--- src/rtl/lrfr_pkg.sv ---
// Shared types, constants and helpers for the LED ribbon frame refresher.
`default_nettype none

package lrfr_pkg;

  // Default frame length in bytes (four LEDs to a byte)
  localparam int FRAME_BYTES_DEF = 17;

  // Configuration port
  localparam int          PADDR_W        = 3;
  localparam logic        REG_INTERVAL   = 1'b0;
  localparam logic [15:0] INTERVAL_RESET = 16'd250;

  // Operation codes of an input word
  typedef enum logic {
    OP_SET  = 1'b0,
    OP_POLL = 1'b1
  } op_t;

  // Controller states
  typedef enum logic [1:0] {
    ST_IDLE,
    ST_SET,
    ST_EMIT,
    ST_FLUSH
  } state_t;

  // Controller to datapath commands
  typedef struct packed {
    logic capture_set;
    logic update_set;
    logic poll_refresh;
    logic emit_rd;
  } cmd_t;

  // Datapath to controller status
  typedef struct packed {
    logic set_in_range;
    logic refresh_due;
    logic rd_last;
  } status_t;

  // Colour code remap: the two middle codes swap places
  function automatic logic [1:0] colour_remap(input logic [1:0] code);
    logic [1:0] res;
    case (code)
      2'd1:    res = 2'd2;
      2'd2:    res = 2'd1;
      default: res = code;
    endcase
    return res;
  endfunction

endpackage

`default_nettype wire

--- src/rtl/lrfr_ctrl.sv ---
// Sequencing state machine of the LED ribbon frame refresher.
`default_nettype none

module lrfr_ctrl
  import lrfr_pkg::*;
(
  input  wire logic    clk,
  input  wire logic    rst,
  input  wire logic    start,
  input  wire logic    operation,
  input  wire status_t status,
  output cmd_t         cmd,
  output logic         busy
);

  state_t state;
  state_t state_next;
  logic   accept;

  assign accept = start && (state == ST_IDLE);

  // State register
  always_ff @(posedge clk) begin
    if (rst) begin
      state <= ST_IDLE;
    end else begin
      state <= state_next;
    end
  end

  // Next state
  always_comb begin
    state_next = state;
    unique case (state)
      ST_IDLE: begin
        if (start) begin
          if (operation == OP_SET) begin
            if (status.set_in_range) state_next = ST_SET;
          end else if (status.refresh_due) begin
            state_next = ST_EMIT;
          end
        end
      end
      ST_SET: begin
        state_next = ST_IDLE;
      end
      ST_EMIT: begin
        if (status.rd_last) state_next = ST_FLUSH;
      end
      ST_FLUSH: begin
        state_next = ST_IDLE;
      end
      default: begin
        state_next = ST_IDLE;
      end
    endcase
  end

  // Commands to the datapath
  always_comb begin
    cmd  = '0;
    busy = 1'b1;
    unique case (state)
      ST_IDLE: begin
        busy             = 1'b0;
        cmd.capture_set  = accept && (operation == OP_SET);
        cmd.poll_refresh = accept && (operation == OP_POLL) && status.refresh_due;
      end
      ST_SET: begin
        cmd.update_set = 1'b1;
      end
      ST_EMIT: begin
        cmd.emit_rd = 1'b1;
      end
      ST_FLUSH: begin
        busy = 1'b1;
      end
      default: begin
        busy = 1'b1;
      end
    endcase
  end

endmodule

`default_nettype wire

--- src/rtl/lrfr_datapath.sv ---
// Frame stores, change tracking, refresh timer and byte output of the refresher.
`default_nettype none

module lrfr_datapath
  import lrfr_pkg::*;
#(
  parameter int FRAME_BYTES = FRAME_BYTES_DEF
) (
  input  wire logic        clk,
  input  wire logic        rst,
  input  wire cmd_t        cmd,
  output status_t          status,
  input  wire logic [7:0]  led_index,
  input  wire logic [7:0]  colour_code,
  input  wire logic [31:0] time_ms,
  input  wire logic [15:0] refresh_interval_ms,
  output logic [7:0]       frame_byte,
  output logic [4:0]       byte_position,
  output logic             latch_now,
  output logic             result_valid
);

  localparam int              AW        = (FRAME_BYTES > 1) ? $clog2(FRAME_BYTES) : 1;
  localparam logic [AW-1:0]   LAST_ADDR = AW'(FRAME_BYTES - 1);
  localparam logic [8:0]      LED_LIMIT = 9'(4 * FRAME_BYTES);

  logic [7:0]             pend_mem [FRAME_BYTES];
  logic [7:0]             sent_mem [FRAME_BYTES];
  logic [FRAME_BYTES-1:0] pend_vld;
  logic [FRAME_BYTES-1:0] sent_vld;
  logic [FRAME_BYTES-1:0] diff;

  logic [7:0]    pend_rd;
  logic [7:0]    sent_rd;
  logic          pend_rd_vld;
  logic          sent_rd_vld;
  logic [AW-1:0] pend_raddr;
  logic [AW-1:0] set_addr_in;
  logic [AW-1:0] set_addr;
  logic [1:0]    set_sel;
  logic [1:0]    set_code;
  logic [AW-1:0] rd_cnt;
  logic [AW-1:0] out_idx;
  logic          out_vld;
  logic [31:0]   last_refresh;
  logic [31:0]   elapsed;
  logic [7:0]    pend_old;
  logic [7:0]    sent_old;
  logic [7:0]    set_mask;
  logic [7:0]    set_byte;
  logic [7:0]    out_byte;

  // Address decode of a set word: LED 0 sits in the last byte
  assign set_addr_in         = LAST_ADDR - AW'(led_index[7:2]);
  assign status.set_in_range = {1'b0, led_index} < LED_LIMIT;

  // Refresh decision: any differing byte, or the interval has run out
  assign elapsed            = time_ms - last_refresh;
  assign status.refresh_due = (|diff) || (elapsed >= {16'd0, refresh_interval_ms});
  assign status.rd_last     = rd_cnt == LAST_ADDR;

  assign pend_raddr = cmd.emit_rd ? rd_cnt : set_addr_in;

  // Frame memories, registered reads
  always_ff @(posedge clk) begin
    pend_rd     <= pend_mem[pend_raddr];
    pend_rd_vld <= pend_vld[pend_raddr];
    sent_rd     <= sent_mem[set_addr_in];
    sent_rd_vld <= sent_vld[set_addr_in];
    if (cmd.update_set) pend_mem[set_addr] <= set_byte;
    if (out_vld) sent_mem[out_idx] <= out_byte;
  end

  // Entries never written read as zero
  assign pend_old = pend_rd_vld ? pend_rd : 8'd0;
  assign sent_old = sent_rd_vld ? sent_rd : 8'd0;
  assign out_byte = pend_old;

  // Read-modify-write of one LED's two bits
  assign set_mask = 8'd3 << {set_sel, 1'b0};
  assign set_byte = (pend_old & ~set_mask) | ({6'd0, set_code} << {set_sel, 1'b0});

  // Valid and change bits
  always_ff @(posedge clk) begin
    if (rst) begin
      pend_vld <= '0;
      sent_vld <= '0;
      diff     <= '0;
    end else begin
      if (cmd.update_set) begin
        pend_vld[set_addr] <= 1'b1;
        diff[set_addr]     <= set_byte != sent_old;
      end
      if (cmd.poll_refresh) diff <= '0;
      if (out_vld) sent_vld[out_idx] <= 1'b1;
    end
  end

  // Captured set word
  always_ff @(posedge clk) begin
    if (cmd.capture_set) begin
      set_addr <= set_addr_in;
      set_sel  <= led_index[1:0];
      set_code <= colour_remap(colour_code[1:0]);
    end
  end

  // Read counter, output stage and refresh time
  always_ff @(posedge clk) begin
    if (rst) begin
      rd_cnt       <= '0;
      out_vld      <= 1'b0;
      out_idx      <= '0;
      last_refresh <= '0;
    end else begin
      out_vld <= cmd.emit_rd;
      out_idx <= rd_cnt;
      if (cmd.poll_refresh) begin
        rd_cnt       <= '0;
        last_refresh <= time_ms;
      end else if (cmd.emit_rd) begin
        rd_cnt <= rd_cnt + AW'(1);
      end
    end
  end

  assign frame_byte    = out_byte;
  assign byte_position = 5'(out_idx);
  assign latch_now     = out_vld && (out_idx == LAST_ADDR);
  assign result_valid  = out_vld;

endmodule

`default_nettype wire

--- src/rtl/led_ribbon_frame_refresher_unit.sv ---
// Top level of the LED ribbon frame refresher: register port, controller, datapath.
// A set word reads the pending frame memory, then writes the byte back; a quiet poll leaves the block idle.
// A refreshing poll enters the emit state and reads the pending frame through its single read
// port, sending one byte a cycle through a registered output stage, FRAME_BYTES bytes in all;
// busy falls after the flush state, once the last byte is out.
// Reset clears both frames, the refresh time and the interval (250 ms); results cannot stall.
`default_nettype none

module led_ribbon_frame_refresher_unit
  import lrfr_pkg::*;
#(
  parameter int FRAME_BYTES = FRAME_BYTES_DEF
) (
  input  wire logic               clk,
  input  wire logic               rst,
  input  wire logic               start,
  output logic                    busy,
  input  wire logic               operation,
  input  wire logic [7:0]         led_index,
  input  wire logic [7:0]         colour_code,
  input  wire logic [31:0]        time_ms,
  output logic [7:0]              frame_byte,
  output logic [4:0]              byte_position,
  output logic                    latch_now,
  output logic                    result_valid,
  input  wire logic               psel,
  input  wire logic               penable,
  input  wire logic               pwrite,
  input  wire logic [PADDR_W-1:0] paddr,
  input  wire logic [31:0]        pwdata,
  output logic [31:0]             prdata,
  output logic                    pready
);

  logic [15:0] refresh_interval;
  logic        reg_wr;
  cmd_t        cmd;
  status_t     status;

  // Configuration register
  assign pready = 1'b1;
  assign reg_wr = psel && penable && pwrite && pready;

  always_ff @(posedge clk) begin
    if (rst) begin
      refresh_interval <= INTERVAL_RESET;
    end else if (reg_wr && (paddr[2] == REG_INTERVAL)) begin
      refresh_interval <= pwdata[15:0];
    end
  end

  assign prdata = (paddr[2] == REG_INTERVAL) ? {16'd0, refresh_interval} : 32'd0;

  lrfr_ctrl u_ctrl (
    .clk       (clk),
    .rst       (rst),
    .start     (start),
    .operation (operation),
    .status    (status),
    .cmd       (cmd),
    .busy      (busy)
  );

  lrfr_datapath #(
    .FRAME_BYTES (FRAME_BYTES)
  ) u_datapath (
    .clk                 (clk),
    .rst                 (rst),
    .cmd                 (cmd),
    .status              (status),
    .led_index           (led_index),
    .colour_code         (colour_code),
    .time_ms             (time_ms),
    .refresh_interval_ms (refresh_interval),
    .frame_byte          (frame_byte),
    .byte_position       (byte_position),
    .latch_now           (latch_now),
    .result_valid        (result_valid)
  );

  // Bytes only leave while a refresh is in progress
  a_word_while_busy: assert property (@(posedge clk) disable iff (rst)
    result_valid |-> busy)
    else $error("result word outside a refresh");

  // A set word never produces output
  a_set_silent: assert property (@(posedge clk) disable iff (rst)
    (start && !busy && (operation == OP_SET)) |=> !result_valid)
    else $error("output after a set word");

  // Frame bytes come back to back in order until the latch byte
  a_bytes_in_order: assert property (@(posedge clk) disable iff (rst)
    (result_valid && !latch_now) |=>
      (result_valid && (byte_position == 5'($past(byte_position) + 5'd1))))
    else $error("frame byte sequence broken");

  // Nothing follows the latch byte
  a_latch_ends: assert property (@(posedge clk) disable iff (rst)
    (result_valid && latch_now) |=> !result_valid)
    else $error("output after latch byte");

endmodule

`default_nettype wire

--- config.mk ---
export PLATFORM = sky130hd
export DESIGN_NAME = led_ribbon_frame_refresher_unit
export DESIGN_NICKNAME = d
export VERILOG_FILES = /design/src/rtl/lrfr_pkg.sv /design/src/rtl/lrfr_ctrl.sv /design/src/rtl/lrfr_datapath.sv /design/src/rtl/led_ribbon_frame_refresher_unit.sv
export SDC_FILE = /design/constraint.sdc
export NUM_CORES = 1
export LEC_CHECK = 0
export ABC_CLOCK_PERIOD_IN_PS = 4800
export BUFFER_PORTS_ARGS = -buffer_cell sky130_fd_sc_hd__clkbuf_2
export CORE_ASPECT_RATIO = 1.2
export CORE_MARGIN = 8
export CORE_UTILIZATION = 25
export CTS_BUF_LIST = sky130_fd_sc_hd__clkbuf_4
export DETAILED_ROUTE_END_ITERATION = 7
export GPL_TIMING_DRIVEN = 0
export PLACE_DENSITY = 0.48
export RECOVER_POWER = 25
export SYNTH_ARGS = -nofsm -noshare
export SYNTH_HDL_FRONTEND = slang
export SYNTH_SLANG_ARGS = --single-unit
--- constraint.sdc ---
create_clock -name clk -period 4.8 [get_ports clk]
set_input_delay 0.48 -clock clk [delete_from_list [all_inputs] [get_ports clk]]
set_output_delay 0.48 -clock clk [all_outputs]
set_load 0.02 [all_outputs]
# Word level (Yosys, flattened, before mapping)
# Memory sizes are Yosys's and may differ from the RTL's. A register that Yosys moved wholly into a read port is not among the register bits.
# Index checks and enable logic that the tools add are counted.
# Widths: inputs -> output; s select.
dict set report op_classes {
  bitwise_logic 7
  n_mul 0
  mux 29
  n_shift 2
  n_reduce_logical 16
  n_eq_ne 12
  add_sub_neg 3
  div 0
  n_lt_le_gt_ge 8
}
# cell count
set op_table {}
lappend op_table {{$or 17x17->17} 2}
lappend op_table {{$ge 32x16->1} 1}
lappend op_table {{$sub 32x32->32} 1}
lappend op_table {{$lt 5x6->1 const B} 4}
lappend op_table {{$bwmux 17} 1}
lappend op_table {{$reduce_or 17->1} 1}
lappend op_table {{$mux 16} 1}
lappend op_table {{$mux 8} 2}
lappend op_table {{$mux 1} 13}
lappend op_table {{$bmux 1 s5} 2}
lappend op_table {{$demux 1 s5} 2}
lappend op_table {{$eq 5x5->1 const B} 2}
lappend op_table {{$ge 5x1->1 const B} 2}
lappend op_table {{$logic_and 1x1->1} 10}
lappend op_table {{$mux 2} 5}
lappend op_table {{$and 8x8->8} 1}
lappend op_table {{$lt 8x7->1 const B} 1}
lappend op_table {{$ne 8x8->1} 1}
lappend op_table {{$not 8->8} 1}
lappend op_table {{$or 8x8->8} 1}
lappend op_table {{$shl 2x3->8} 1}
lappend op_table {{$shl 2x3->8 const A} 1}
lappend op_table {{$eq 2x2->1 const B} 3}
lappend op_table {{$pmux 2 s3} 1}
lappend op_table {{13 further kinds} 17}
dict set report totals {
  register_bits 123
  n_memories 2
  rom_bits 0
  inputBits 90
  word_cells 93
  latchBits 0
  mem_bits_rw 272
}
# name depth width rd rd_ports_with_merged_regs write_ports line_no
set memory_table {}
lappend memory_table {u_datapath.pend_mem 17 8 1 1 1 lrfr_datapath.sv:27} ;# logic [7:0] pend_mem [FRAME_BYTES];
lappend memory_table {u_datapath.sent_mem 17 8 1 1 1 lrfr_datapath.sv:28} ;# logic [7:0] sent_mem [FRAME_BYTES];

# Logic depth before layout (Yosys ltp)
# Gate-level depths: netlist of run 1.
dict set report depth {
  ltp_word 7
  mapped_depth 21
  mapped_depth_nobuf 19
}

# Modules after synthesis
# Synthesis of run 1 repeated with hierarchy kept, for this count alone.
dict set report unflattened {
  hier_cells 1405
  hier_area_um2 18561.6
}
# module seq_area_each_um2 area_each_um2 cells_each instances
set modules_own_cells {}
lappend modules_own_cells {lrfr_datapath 10680.2 17489.3 1285 1}
lappend modules_own_cells {led_ribbon_frame_refresher_unit 320.3 957.2 106 1}
lappend modules_own_cells {lrfr_ctrl 40.0 115.1 14 1}

# Worst setup path before layout of run 1
# Ideal clock, no wire load.
dict set report synth_timing {
  path_type {input port to flip-flop}
  from {input time_ms[4]}
  to {register u_datapath.last_refresh[10]}
  stages 20
  setup_time_ps 120
  path_slack_ps 773
  arrival_time_ps 3908
  t_required_ps 4680
  path_cell_list {ha_1 > a21o_1 > o2bb2ai_1 > a41oi_2 > nor2_1 > nor2_1 > o21ai_0 > xor2_1 > ha_1 > or4_1 > nor4_1 > o21ai_1 > a211oi_1 > o211ai_1 > a221oi_2 > nand4_1 > o21a_1 > buf_6 > buf_6 > mux2i_1}
}
dict set report synth_between {
  elab_chain_len 5
}
# element line_no
set synth_rtl {}
lappend synth_rtl {{from (decl)} led_ribbon_frame_refresher_unit.sv:21} ;# input wire logic [31:0] time_ms,
lappend synth_rtl {{$sub 32x32->32} lrfr_datapath.sv:58} ;# assign elapsed = time_ms - last_refresh;
lappend synth_rtl {{$ge 32x16->1} lrfr_datapath.sv:59} ;# assign status.refresh_due = (|diff) || (elapsed >= {16'd0, refresh_interval_ms});
lappend synth_rtl {{$logic_or 1x1->1} lrfr_datapath.sv:59}
lappend synth_rtl {{$logic_and 1x1->1} lrfr_ctrl.sv:67} ;# cmd.poll_refresh = accept && (operation == OP_POLL) && status.refresh_due;
lappend synth_rtl {{$mux 1} lrfr_ctrl.sv:63} ;# unique case (state)
lappend synth_rtl {{to (signal assigned)} lrfr_datapath.sv:120} ;# last_refresh <= time_ms;
lappend synth_rtl {{to (decl)} lrfr_datapath.sv:45} ;# logic [31:0] last_refresh;
# Every way passes these cells.
# A chain may end at the register's enable or synchronous reset.

# Worst setup path after layout of run 1
dict set report layout_timing {
  from {input time_ms[0]}
  to {register u_datapath.last_refresh[13]}
}
# Same word-level chain as after synthesis.

==> results.ini, run 1 <==
[place]
port_buffers = 95
placed_cells_incl_taps = 2544
pre_cts_slack_ps = -227
gp_routability_congestion = 0.793
hpwl_mm = 34.8

[clocking]
clock-sinks = 411
clk_path_buf_depth = 3
insertion_delay_ps = 840
cts.htree.levels = 3
clkTransAtPathRegs_ps = 60
cts_buffers = 103
clock_root_cell = sky130_fd_sc_hd__clkbuf_4
cts_tree = done

[floorplanning]
dieHeight_um = 316
floorplan.die.width_um = 266
initial_utilization_pct = 25.1
core_area_um2 = 74700
fp.dieArea_um2 = 84200
floorplan.rows = 110
floorplan.io_pins = 139

[sta]
timing.final.crit_share_pct = 93.2
timing.final.setup_violations = 0
finalSetupTns_ps = 0
fmax_mhz = 223
finalWorstPathRequiredPeriod_ps = 4480
drv_slew = 0
rsz0062_at_grt = false
holdWs_ps = 111
tightest_slew_ps = 1330
hold_viol = 0
relSlewSlack_pct = 8.71
clock-skew-final_ps = 49.9
fin_ws_ps = 325

[critical_path]
timing.critical_path.fanout_max = 10
worst-endpoint-required_ps = 5510
worst-endpoint-arrival_ps = 5190
crit_path_end_kind = flip-flop
critPathBufInv = 5
delay_heaviest_family_cp = compound AO/OA/AOI/OAI gates
worst_setup_path_start_kind = primary input
setup.worst_path.class = primary input to flip-flop
biggest_cell_delay_along_the_critical_path_ps = 520
cp_slowest_cell = sky130_fd_sc_hd__dlygate4sd3_1
worstPathCellList = dlygate4sd3_1, clkbuf_2, inv_1, ha_1, fa_1, nor2b_1, o2111ai_2, a21oi_1, a31oi_1, nor2_1, nor2_1, xnor2_1, ha_1, o21ai_0, o21ai_1, a211oi_1, o211ai_1, a221oi_2, nand4_1, o21a_1, buf_6, buf_6, mux2i_1

[finish]
layout-area-overhead-vs-synth_pct = 20.5
final_cell_mix = 281 x sky130_fd_sc_hd__edfxtp_1, 173 x sky130_fd_sc_hd__nor2_1, 157 x sky130_fd_sc_hd__clkbuf_4
multi_input_logic_area_um2 = 7130
final_nets = 1845
fill_cells = 7638
drive_above_1_share_pct = 25.4
register_area_um2 = 11000
layout_commonest_cell = sky130_fd_sc_hd__edfxtp_1
stdcell_count = 2796

[synthesis]
postSynthRegisterBits = 411
synth_largest_area_cell = sky130_fd_sc_hd__edfxtp_1
synth_top_flop_cell = sky130_fd_sc_hd__edfxtp_1
synth.cell_area_um2 = 18800
post_synth_num_cell_types = 71
synth_enable_flop_cells = 281
ys.warnings.count = 0
async_flop_share_pct = 0
synthCells = 1423
synth_top_area_share_pct = 44.9
syn_area_per_cell_um2 = 13.2
synth.yosys.seq_area_share_pct = 58.8
synth.top_cells.by_area = sky130_fd_sc_hd__edfxtp_1 45%, sky130_fd_sc_hd__dfxtp_1 14%, sky130_fd_sc_hd__mux4_2 9.6%

[drt]
detail_route.drc_violations = 0
route.detailed.vias_per_inst = 4.40
wire_per_inst_um = 17.4
routed-via-count = 12300
drtAntennaViolNets = 0
drt_first_pass_iters = 5
detail_route.iter0.violations = 530
drt_wl_total_mm = 48.7

[power]
p_leak_nw = 8.02
p_per_cell_area_nw_per_um2 = 349
power_frac_seq_pct = 48.7
power.clock.fraction_pct = 39.1
intPower_w = 0.00588
swShare_pct = 25.5
power_w = 0.00790
irDropWorstVdd_mv = 0.162
p_sw_w = 0.00202
p_comb_share_pct = 12.2

[run]
drv.max_cap_violation_count = 0

[status]
status = completed

[global_route]
grt_first_pass_wirelength_mm = 75.2
antenna_violations_before_repair = 6
grt_overflow_total = 0
globalRouteTotalUtil_pct = 11.5
grt_pass1_vias = 13000
largest_net_degree_at_the_start_of_global_routing = 21

[hold_path]
hold_path_class = primary input to flip-flop

-- cell type report --
cell class | instances | area share, %
Clock buffer | 157 | 5.21
Multi-Input combinational cell | 877 | 31.5
Sequential cell | 411 | 48.8
Clock inverter | 30 | 0.951
Buffer | 83 | 1.96
Antenna cell | 4 | 0.0442
Timing Repair Buffer | 159 | 4.83
Inverter | 67 | 1.11
Tap cell | 1008 | 5.57
-- cells by family after synthesis --
| family | after synthesis | share of synthesized area, % |
|---|---|---|
| simple gates | 434 | 12.0 |
| flops | 411 | 58.8 |
| compound gates | 170 | 5.88 |
| mux | 166 | 14.3 |
| buf+inv | 150 | 3.70 |
| fa+ha+maj | 53 | 3.57 |
| xor+xnor | 37 | 1.73 |
| other cells | 2 | 0.0400 |
-- power groups by stage --
stage	clock, W	sequential (W)	combinational, W
after floorplan	0	0.00391	0.000657
after global placement	0	0.00392	0.000925
after detailed placement	0	0.00392	0.000933
after CTS	0.00322	0.00384	0.000976
after global routing	0.00338	0.00385	0.00106
final	0.00309	0.00384	0.000962
-- per-stage QoR --
| stage | util, % | instance area [um2] |
|---|---|---|
| detailed placement | 27.6 | 20600 |
| global placement | 27.5 | 20600 |
| global route | 30.3 | 22600 |
| finish | 30.3 | 22600 |
| CTS | 30.2 | 22600 |
| floorplan | - | 18800 |
-- synthesized netlist by cell type (all sizes together) (3+ instances only) --
master,count
inv,67
o211ai,3
o31ai,3
a211oi,7
nor4b,8
nand3,9
o21a,7
nor3,29
or3,6
mux2i,64
edfxtp,281
nor2b,11
or3b,3
nand4,17
nor2,173
mux4,80
buf,40
and2,7
nand2,70
a31oi,3
a211o,7
a21oi,61
o21ai,42
dfxtp,130
nand2b,67
and4,3
nor4,7
ha,52
nand3b,8
and3,4
a31o,5
a22oi,4
clkbuf,43
mux2,22
a21o,8
nor3b,3
xnor2,19
xor2,18
-- registers in the layout, indices dropped and copies added, names as in the netlist --
signal	count
u_datapath.pend_rd	8
u_datapath.byte_position	5
u_datapath.pend_mem	136
u_datapath.rd_cnt	5
u_datapath.result_valid	1
u_datapath.sent_rd	8
refresh_interval	16
u_datapath.diff	17
u_datapath.pend_rd_vld	1
u_datapath.sent_rd_vld	1
u_datapath.set_addr	5
u_ctrl.state	2
u_datapath.pend_vld	17
u_datapath.last_refresh	32
u_datapath.set_sel	2
u_datapath.sent_vld	17
u_datapath.set_code	2
u_datapath.sent_mem	136
-- what timing repair did --
item | in CTS | in global routing
resized for setup | 0 | 3
endpoints found under the hold margin | 55 | 0
buffers inserted | 0 | 3
hold buffers | 58 | 0
setup endpoints to repair | 0 | 54
-- layer usage --
metal / vias up / global-route usage, % / routed length, um
li1: 5847 / - / -
met3: 55 / 2.62 / 2490
met5: - / 0 / 0
met1: 6081 / 13.9 / 20900
met4: 0 / 4.23 / 990
met2: 309 / 19.9 / 24300
-- path summary, 6_finish.rpt --
path,cells after the start,endpoint,from,slack (ps)
setup reg to reg,21,u_datapath.last_refresh[13],u_datapath.last_refresh[4],330
hold reg to reg,2,refresh_interval[15],refresh_interval[15],460
hold / removal,2,u_datapath.set_addr[4],operation,110
setup / recovery,23,u_datapath.last_refresh[13],time_ms[0],320
(Power assumes the default switching activity.)
==> inputs of run 2 (changes only) <==
--- a/config.mk
+++ b/config.mk
@@ -17,4 +17,5 @@
 export RECOVER_POWER = 25
 export SYNTH_ARGS = -nofsm -noshare
 export SYNTH_HDL_FRONTEND = slang
+export SYNTH_HIERARCHICAL = 1
 export SYNTH_SLANG_ARGS = --single-unit
==> results.ini, run 2 <==
[status]
status = finished with violations
violations_in_the_final_reports = setup timing

[place]
port_buffers = 97
placed_area_um2 = 20500
hpwl_mm = 33.8
gp_routability_congestion = 0.805

[critical_path]
cp_slowest_cell = sky130_fd_sc_hd__or4_4
reg2reg_from = u_datapath/last_refresh[0]
setup.worst_path.class = flip-flop to flip-flop
timing.critical_path.fanout_max = 6
crit_path_end_kind = flip-flop
worst-endpoint-arrival_ps = 5880
critPathBufInv = 1
biggest_cell_delay_along_the_critical_path_ps = 550
critical_path.reg2reg.endpoint = u_datapath/diff[12]
worst-endpoint-required_ps = 5530
timing.reg2reg.worst_path_depth = 23
delay_heaviest_family_cp = compound AO/OA/AOI/OAI gates
worst_setup_path_start_kind = flip-flop
critPathMostFrequentCell = sky130_fd_sc_hd__nand4_1
setup.reg_to_reg.worst_slack_ps = -360
worstPathCellList = ha_4, fa_2, nor2b_4, o2111ai_4, a21oi_4, nor2b_2, o21ai_1, xor2_1, ha_2, a211o_1, o211ai_1, o221a_2, nand4_1, a311o_1, or4_4, a2111oi_4, nand4_1, a2111o_1, nand2_2, nor2_4, or2_4, clkbuf_16, a211oi_2

[power]
p_leak_nw = 8.20
power_w = 0.00781
p_per_cell_area_nw_per_um2 = 339
irDropWorstVdd_mv = 0.145

[synthesis]
synth_top_area_share_pct = 45.5
synth.top_cells.by_area = sky130_fd_sc_hd__edfxtp_1 45%, sky130_fd_sc_hd__dfxtp_1 14%, sky130_fd_sc_hd__mux4_2 9.8%
post_synth_num_cell_types = 73
synth_enable_flop_cells = 281
ys.warnings.count = 6
synth.most_common_cell = sky130_fd_sc_hd__edfxtp_1
syn_area_per_cell_um2 = 13.2
ys_top_cells_by_count = 281 x sky130_fd_sc_hd__edfxtp_1, 198 x sky130_fd_sc_hd__nor2_1, 130 x sky130_fd_sc_hd__dfxtp_1
synth.yosys.seq_area_share_pct = 59.5
postSynthRegisterBits = 411
async_flop_share_pct = 0
synth_largest_area_cell = sky130_fd_sc_hd__edfxtp_1
synthCells = 1405
synth_top_flop_cell = sky130_fd_sc_hd__edfxtp_1
synth.cell_area_um2 = 18600

[sta]
drv_slew = 0
relSlewSlack_pct = 5.54
holdWs_ps = 176
finalWorstPathRequiredPeriod_ps = 5160
tightest_slew_ps = 1410
clock-skew-final_ps = 69.7
finalSetupTns_ps = -15230
rsz0062_at_grt = true
hold_viol = 0
fmax_mhz = 194
timing.final.setup_violations = 54
timing.final.crit_share_pct = 107
fin_ws_ps = -357

[floorplanning]
dieHeight_um = 314
core_area_um2 = 73600
floorplan.io_pins = 139
floorplan.die.width_um = 265
fp.dieArea_um2 = 83300
floorplan.rows = 109
initial_utilization_pct = 25.2

[hold_path]
min-delay-start = led_index[4]
whs_path_depth = 4
hold_path_class = primary input to flip-flop
hold_critical_path_endpoint = u_datapath/set_addr[4]

[clocking]
insertion_delay_ps = 840
clk_path_buf_depth = 3
cts.htree.levels = 3
clkTransAtPathRegs_ps = 70
cts_buffers = 100
cts_tree = done
clock-sinks = 411
clock_root_cell = sky130_fd_sc_hd__clkbuf_4

[global_route]
grt_pass1_vias = 13000
antenna_violations_before_repair = 3
largest_net_degree_at_the_start_of_global_routing = 21
grt_overflow_total = 0
grt_first_pass_wirelength_mm = 74.6
globalRouteTotalUtil_pct = 11.5

[drt]
dr.max_layer_used = met4
met3WireLength_mm = 2.53
detail_route.drc_violations = 0
wire_per_inst_um = 17.8
met2RoutedLength_mm = 24.0
detail_route.iter0.violations = 738
drtAntennaViolNets = 0
drt_first_pass_iters = 5
routed-via-count = 12400
drt_wl_total_mm = 48.7
route.detailed.vias_per_inst = 4.53
wirelength_met1_mm = 20.7

[finish]
layout_top_registers = u_datapath/pend_mem (136), u_datapath/sent_mem (136), u_datapath/last_refresh (32)
layout-area-overhead-vs-synth_pct = 24.2
drive_above_1_share_pct = 29.3
fill_cells = 7469
layout_commonest_cell = sky130_fd_sc_hd__edfxtp_1
fin_area_um2 = 23100
final_nets = 1860
final_cell_mix = 281 x sky130_fd_sc_hd__edfxtp_1, 191 x sky130_fd_sc_hd__nor2_1, 157 x sky130_fd_sc_hd__clkbuf_4

[run]
drv.max_cap_violation_count = 0

run 2: routing by layer:
layer	global-route usage, %	vias up
met3	2.77	101
met5	0	-
li1	-	5876
met4	4.82	0
met1	13.7	6102
met2	19.8	322
run 2: final cells by class:
type                    count  area [um2]  area share [%]
diodes                      2        5.00          0.0217
clock buffers             155        1160            5.05
flip-flops and latches    411       11000            47.9
well taps                 943        1180            5.12
plain buffers              74         444            1.93
inverters                  77         302            1.31
repair buffers            200        1440            6.23
clock inverters            24         154           0.667
multi-input cells         853        7330            31.8
run 2: cells by family (layout without fill, tap and decap cells):
group                      count (synthesis)  after routing  share of synthesized area (%)
xor gates and xnor gates                  28             28                           1.32
buffers and inverters                    156            530                           3.72
adders and majority gates                 53             53                           3.61
and+or+nand+nor                          404            404                           10.4
AOI/OAI and AO/OA                        181            181                           6.60
DFF                                      411            411                           59.5
other                                      2             19                         0.0405
muxes                                    170            170                           14.8
run 2: worst max-delay path by stage:
stage,from,endpoint,cells after the start,slack [ps]
after floorplan,time_ms[0],u_datapath/diff[12],25,-100
after global placement,time_ms[3],u_datapath/diff[12],24,-1300
after detailed placement,time_ms[3],u_datapath/diff[12],24,-1330
after CTS,u_datapath/last_refresh[0],u_datapath/diff[12],23,-390
after global routing,u_datapath/last_refresh[1],u_datapath/diff[12],22,-570
final,u_datapath/last_refresh[0],u_datapath/diff[12],23,-360
run 2: worst register-to-register path: stages, from the launching register on:
cell                        delay (ps)
sky130_fd_sc_hd__dfxtp_2           340
sky130_fd_sc_hd__ha_4              150
sky130_fd_sc_hd__fa_2              360
sky130_fd_sc_hd__nor2b_4           160
sky130_fd_sc_hd__o2111ai_4         140
sky130_fd_sc_hd__a21oi_4           200
sky130_fd_sc_hd__nor2b_2            70
sky130_fd_sc_hd__o21ai_1           140
sky130_fd_sc_hd__xor2_1             90
sky130_fd_sc_hd__ha_2              170
sky130_fd_sc_hd__a211o_1           250
sky130_fd_sc_hd__o211ai_1          170
sky130_fd_sc_hd__o221a_2           270
sky130_fd_sc_hd__nand4_1           110
sky130_fd_sc_hd__a311o_1           280
sky130_fd_sc_hd__or4_4             550
sky130_fd_sc_hd__a2111oi_4         210
sky130_fd_sc_hd__nand4_1           120
sky130_fd_sc_hd__a2111o_1          490
sky130_fd_sc_hd__nand2_2           140
sky130_fd_sc_hd__nor2_4             70
sky130_fd_sc_hd__or2_4             270
sky130_fd_sc_hd__clkbuf_16         160
sky130_fd_sc_hd__a211oi_2          190
run 2: timing repair:
item,in CTS,in global routing
setup endpoints to repair,55,55
endpoints found under the hold margin,56,0
pin swaps,23,15
gates resized for setup,35,43
gates cloned,2,0
setup buffers,27,8
hold buffers,60,0
run 2: power by group:
| group | switching, W | leakage (nW) | internal (W) | total [W] |
|---|---|---|---|---|
| logic | 0.000551 | 3.77 | 0.000468 | 0.00102 |
| clock network | 0.00140 | 0.783 | 0.00157 | 0.00297 |
| registers | 0.0000268 | 3.65 | 0.00380 | 0.00382 |
| total | 0.00197 | 8.20 | 0.00584 | 0.00781 |
run 2: through the flow:
stage,cells,setup WS (ps),utilization (%)
floorplan,1420,-99.1,-
global placement,2460,-1300,27.8
detailed placement,2466,-1330,27.9
CTS,2729,-393,31.0
global route,2739,-567,31.3
finish,2739,-357,31.3
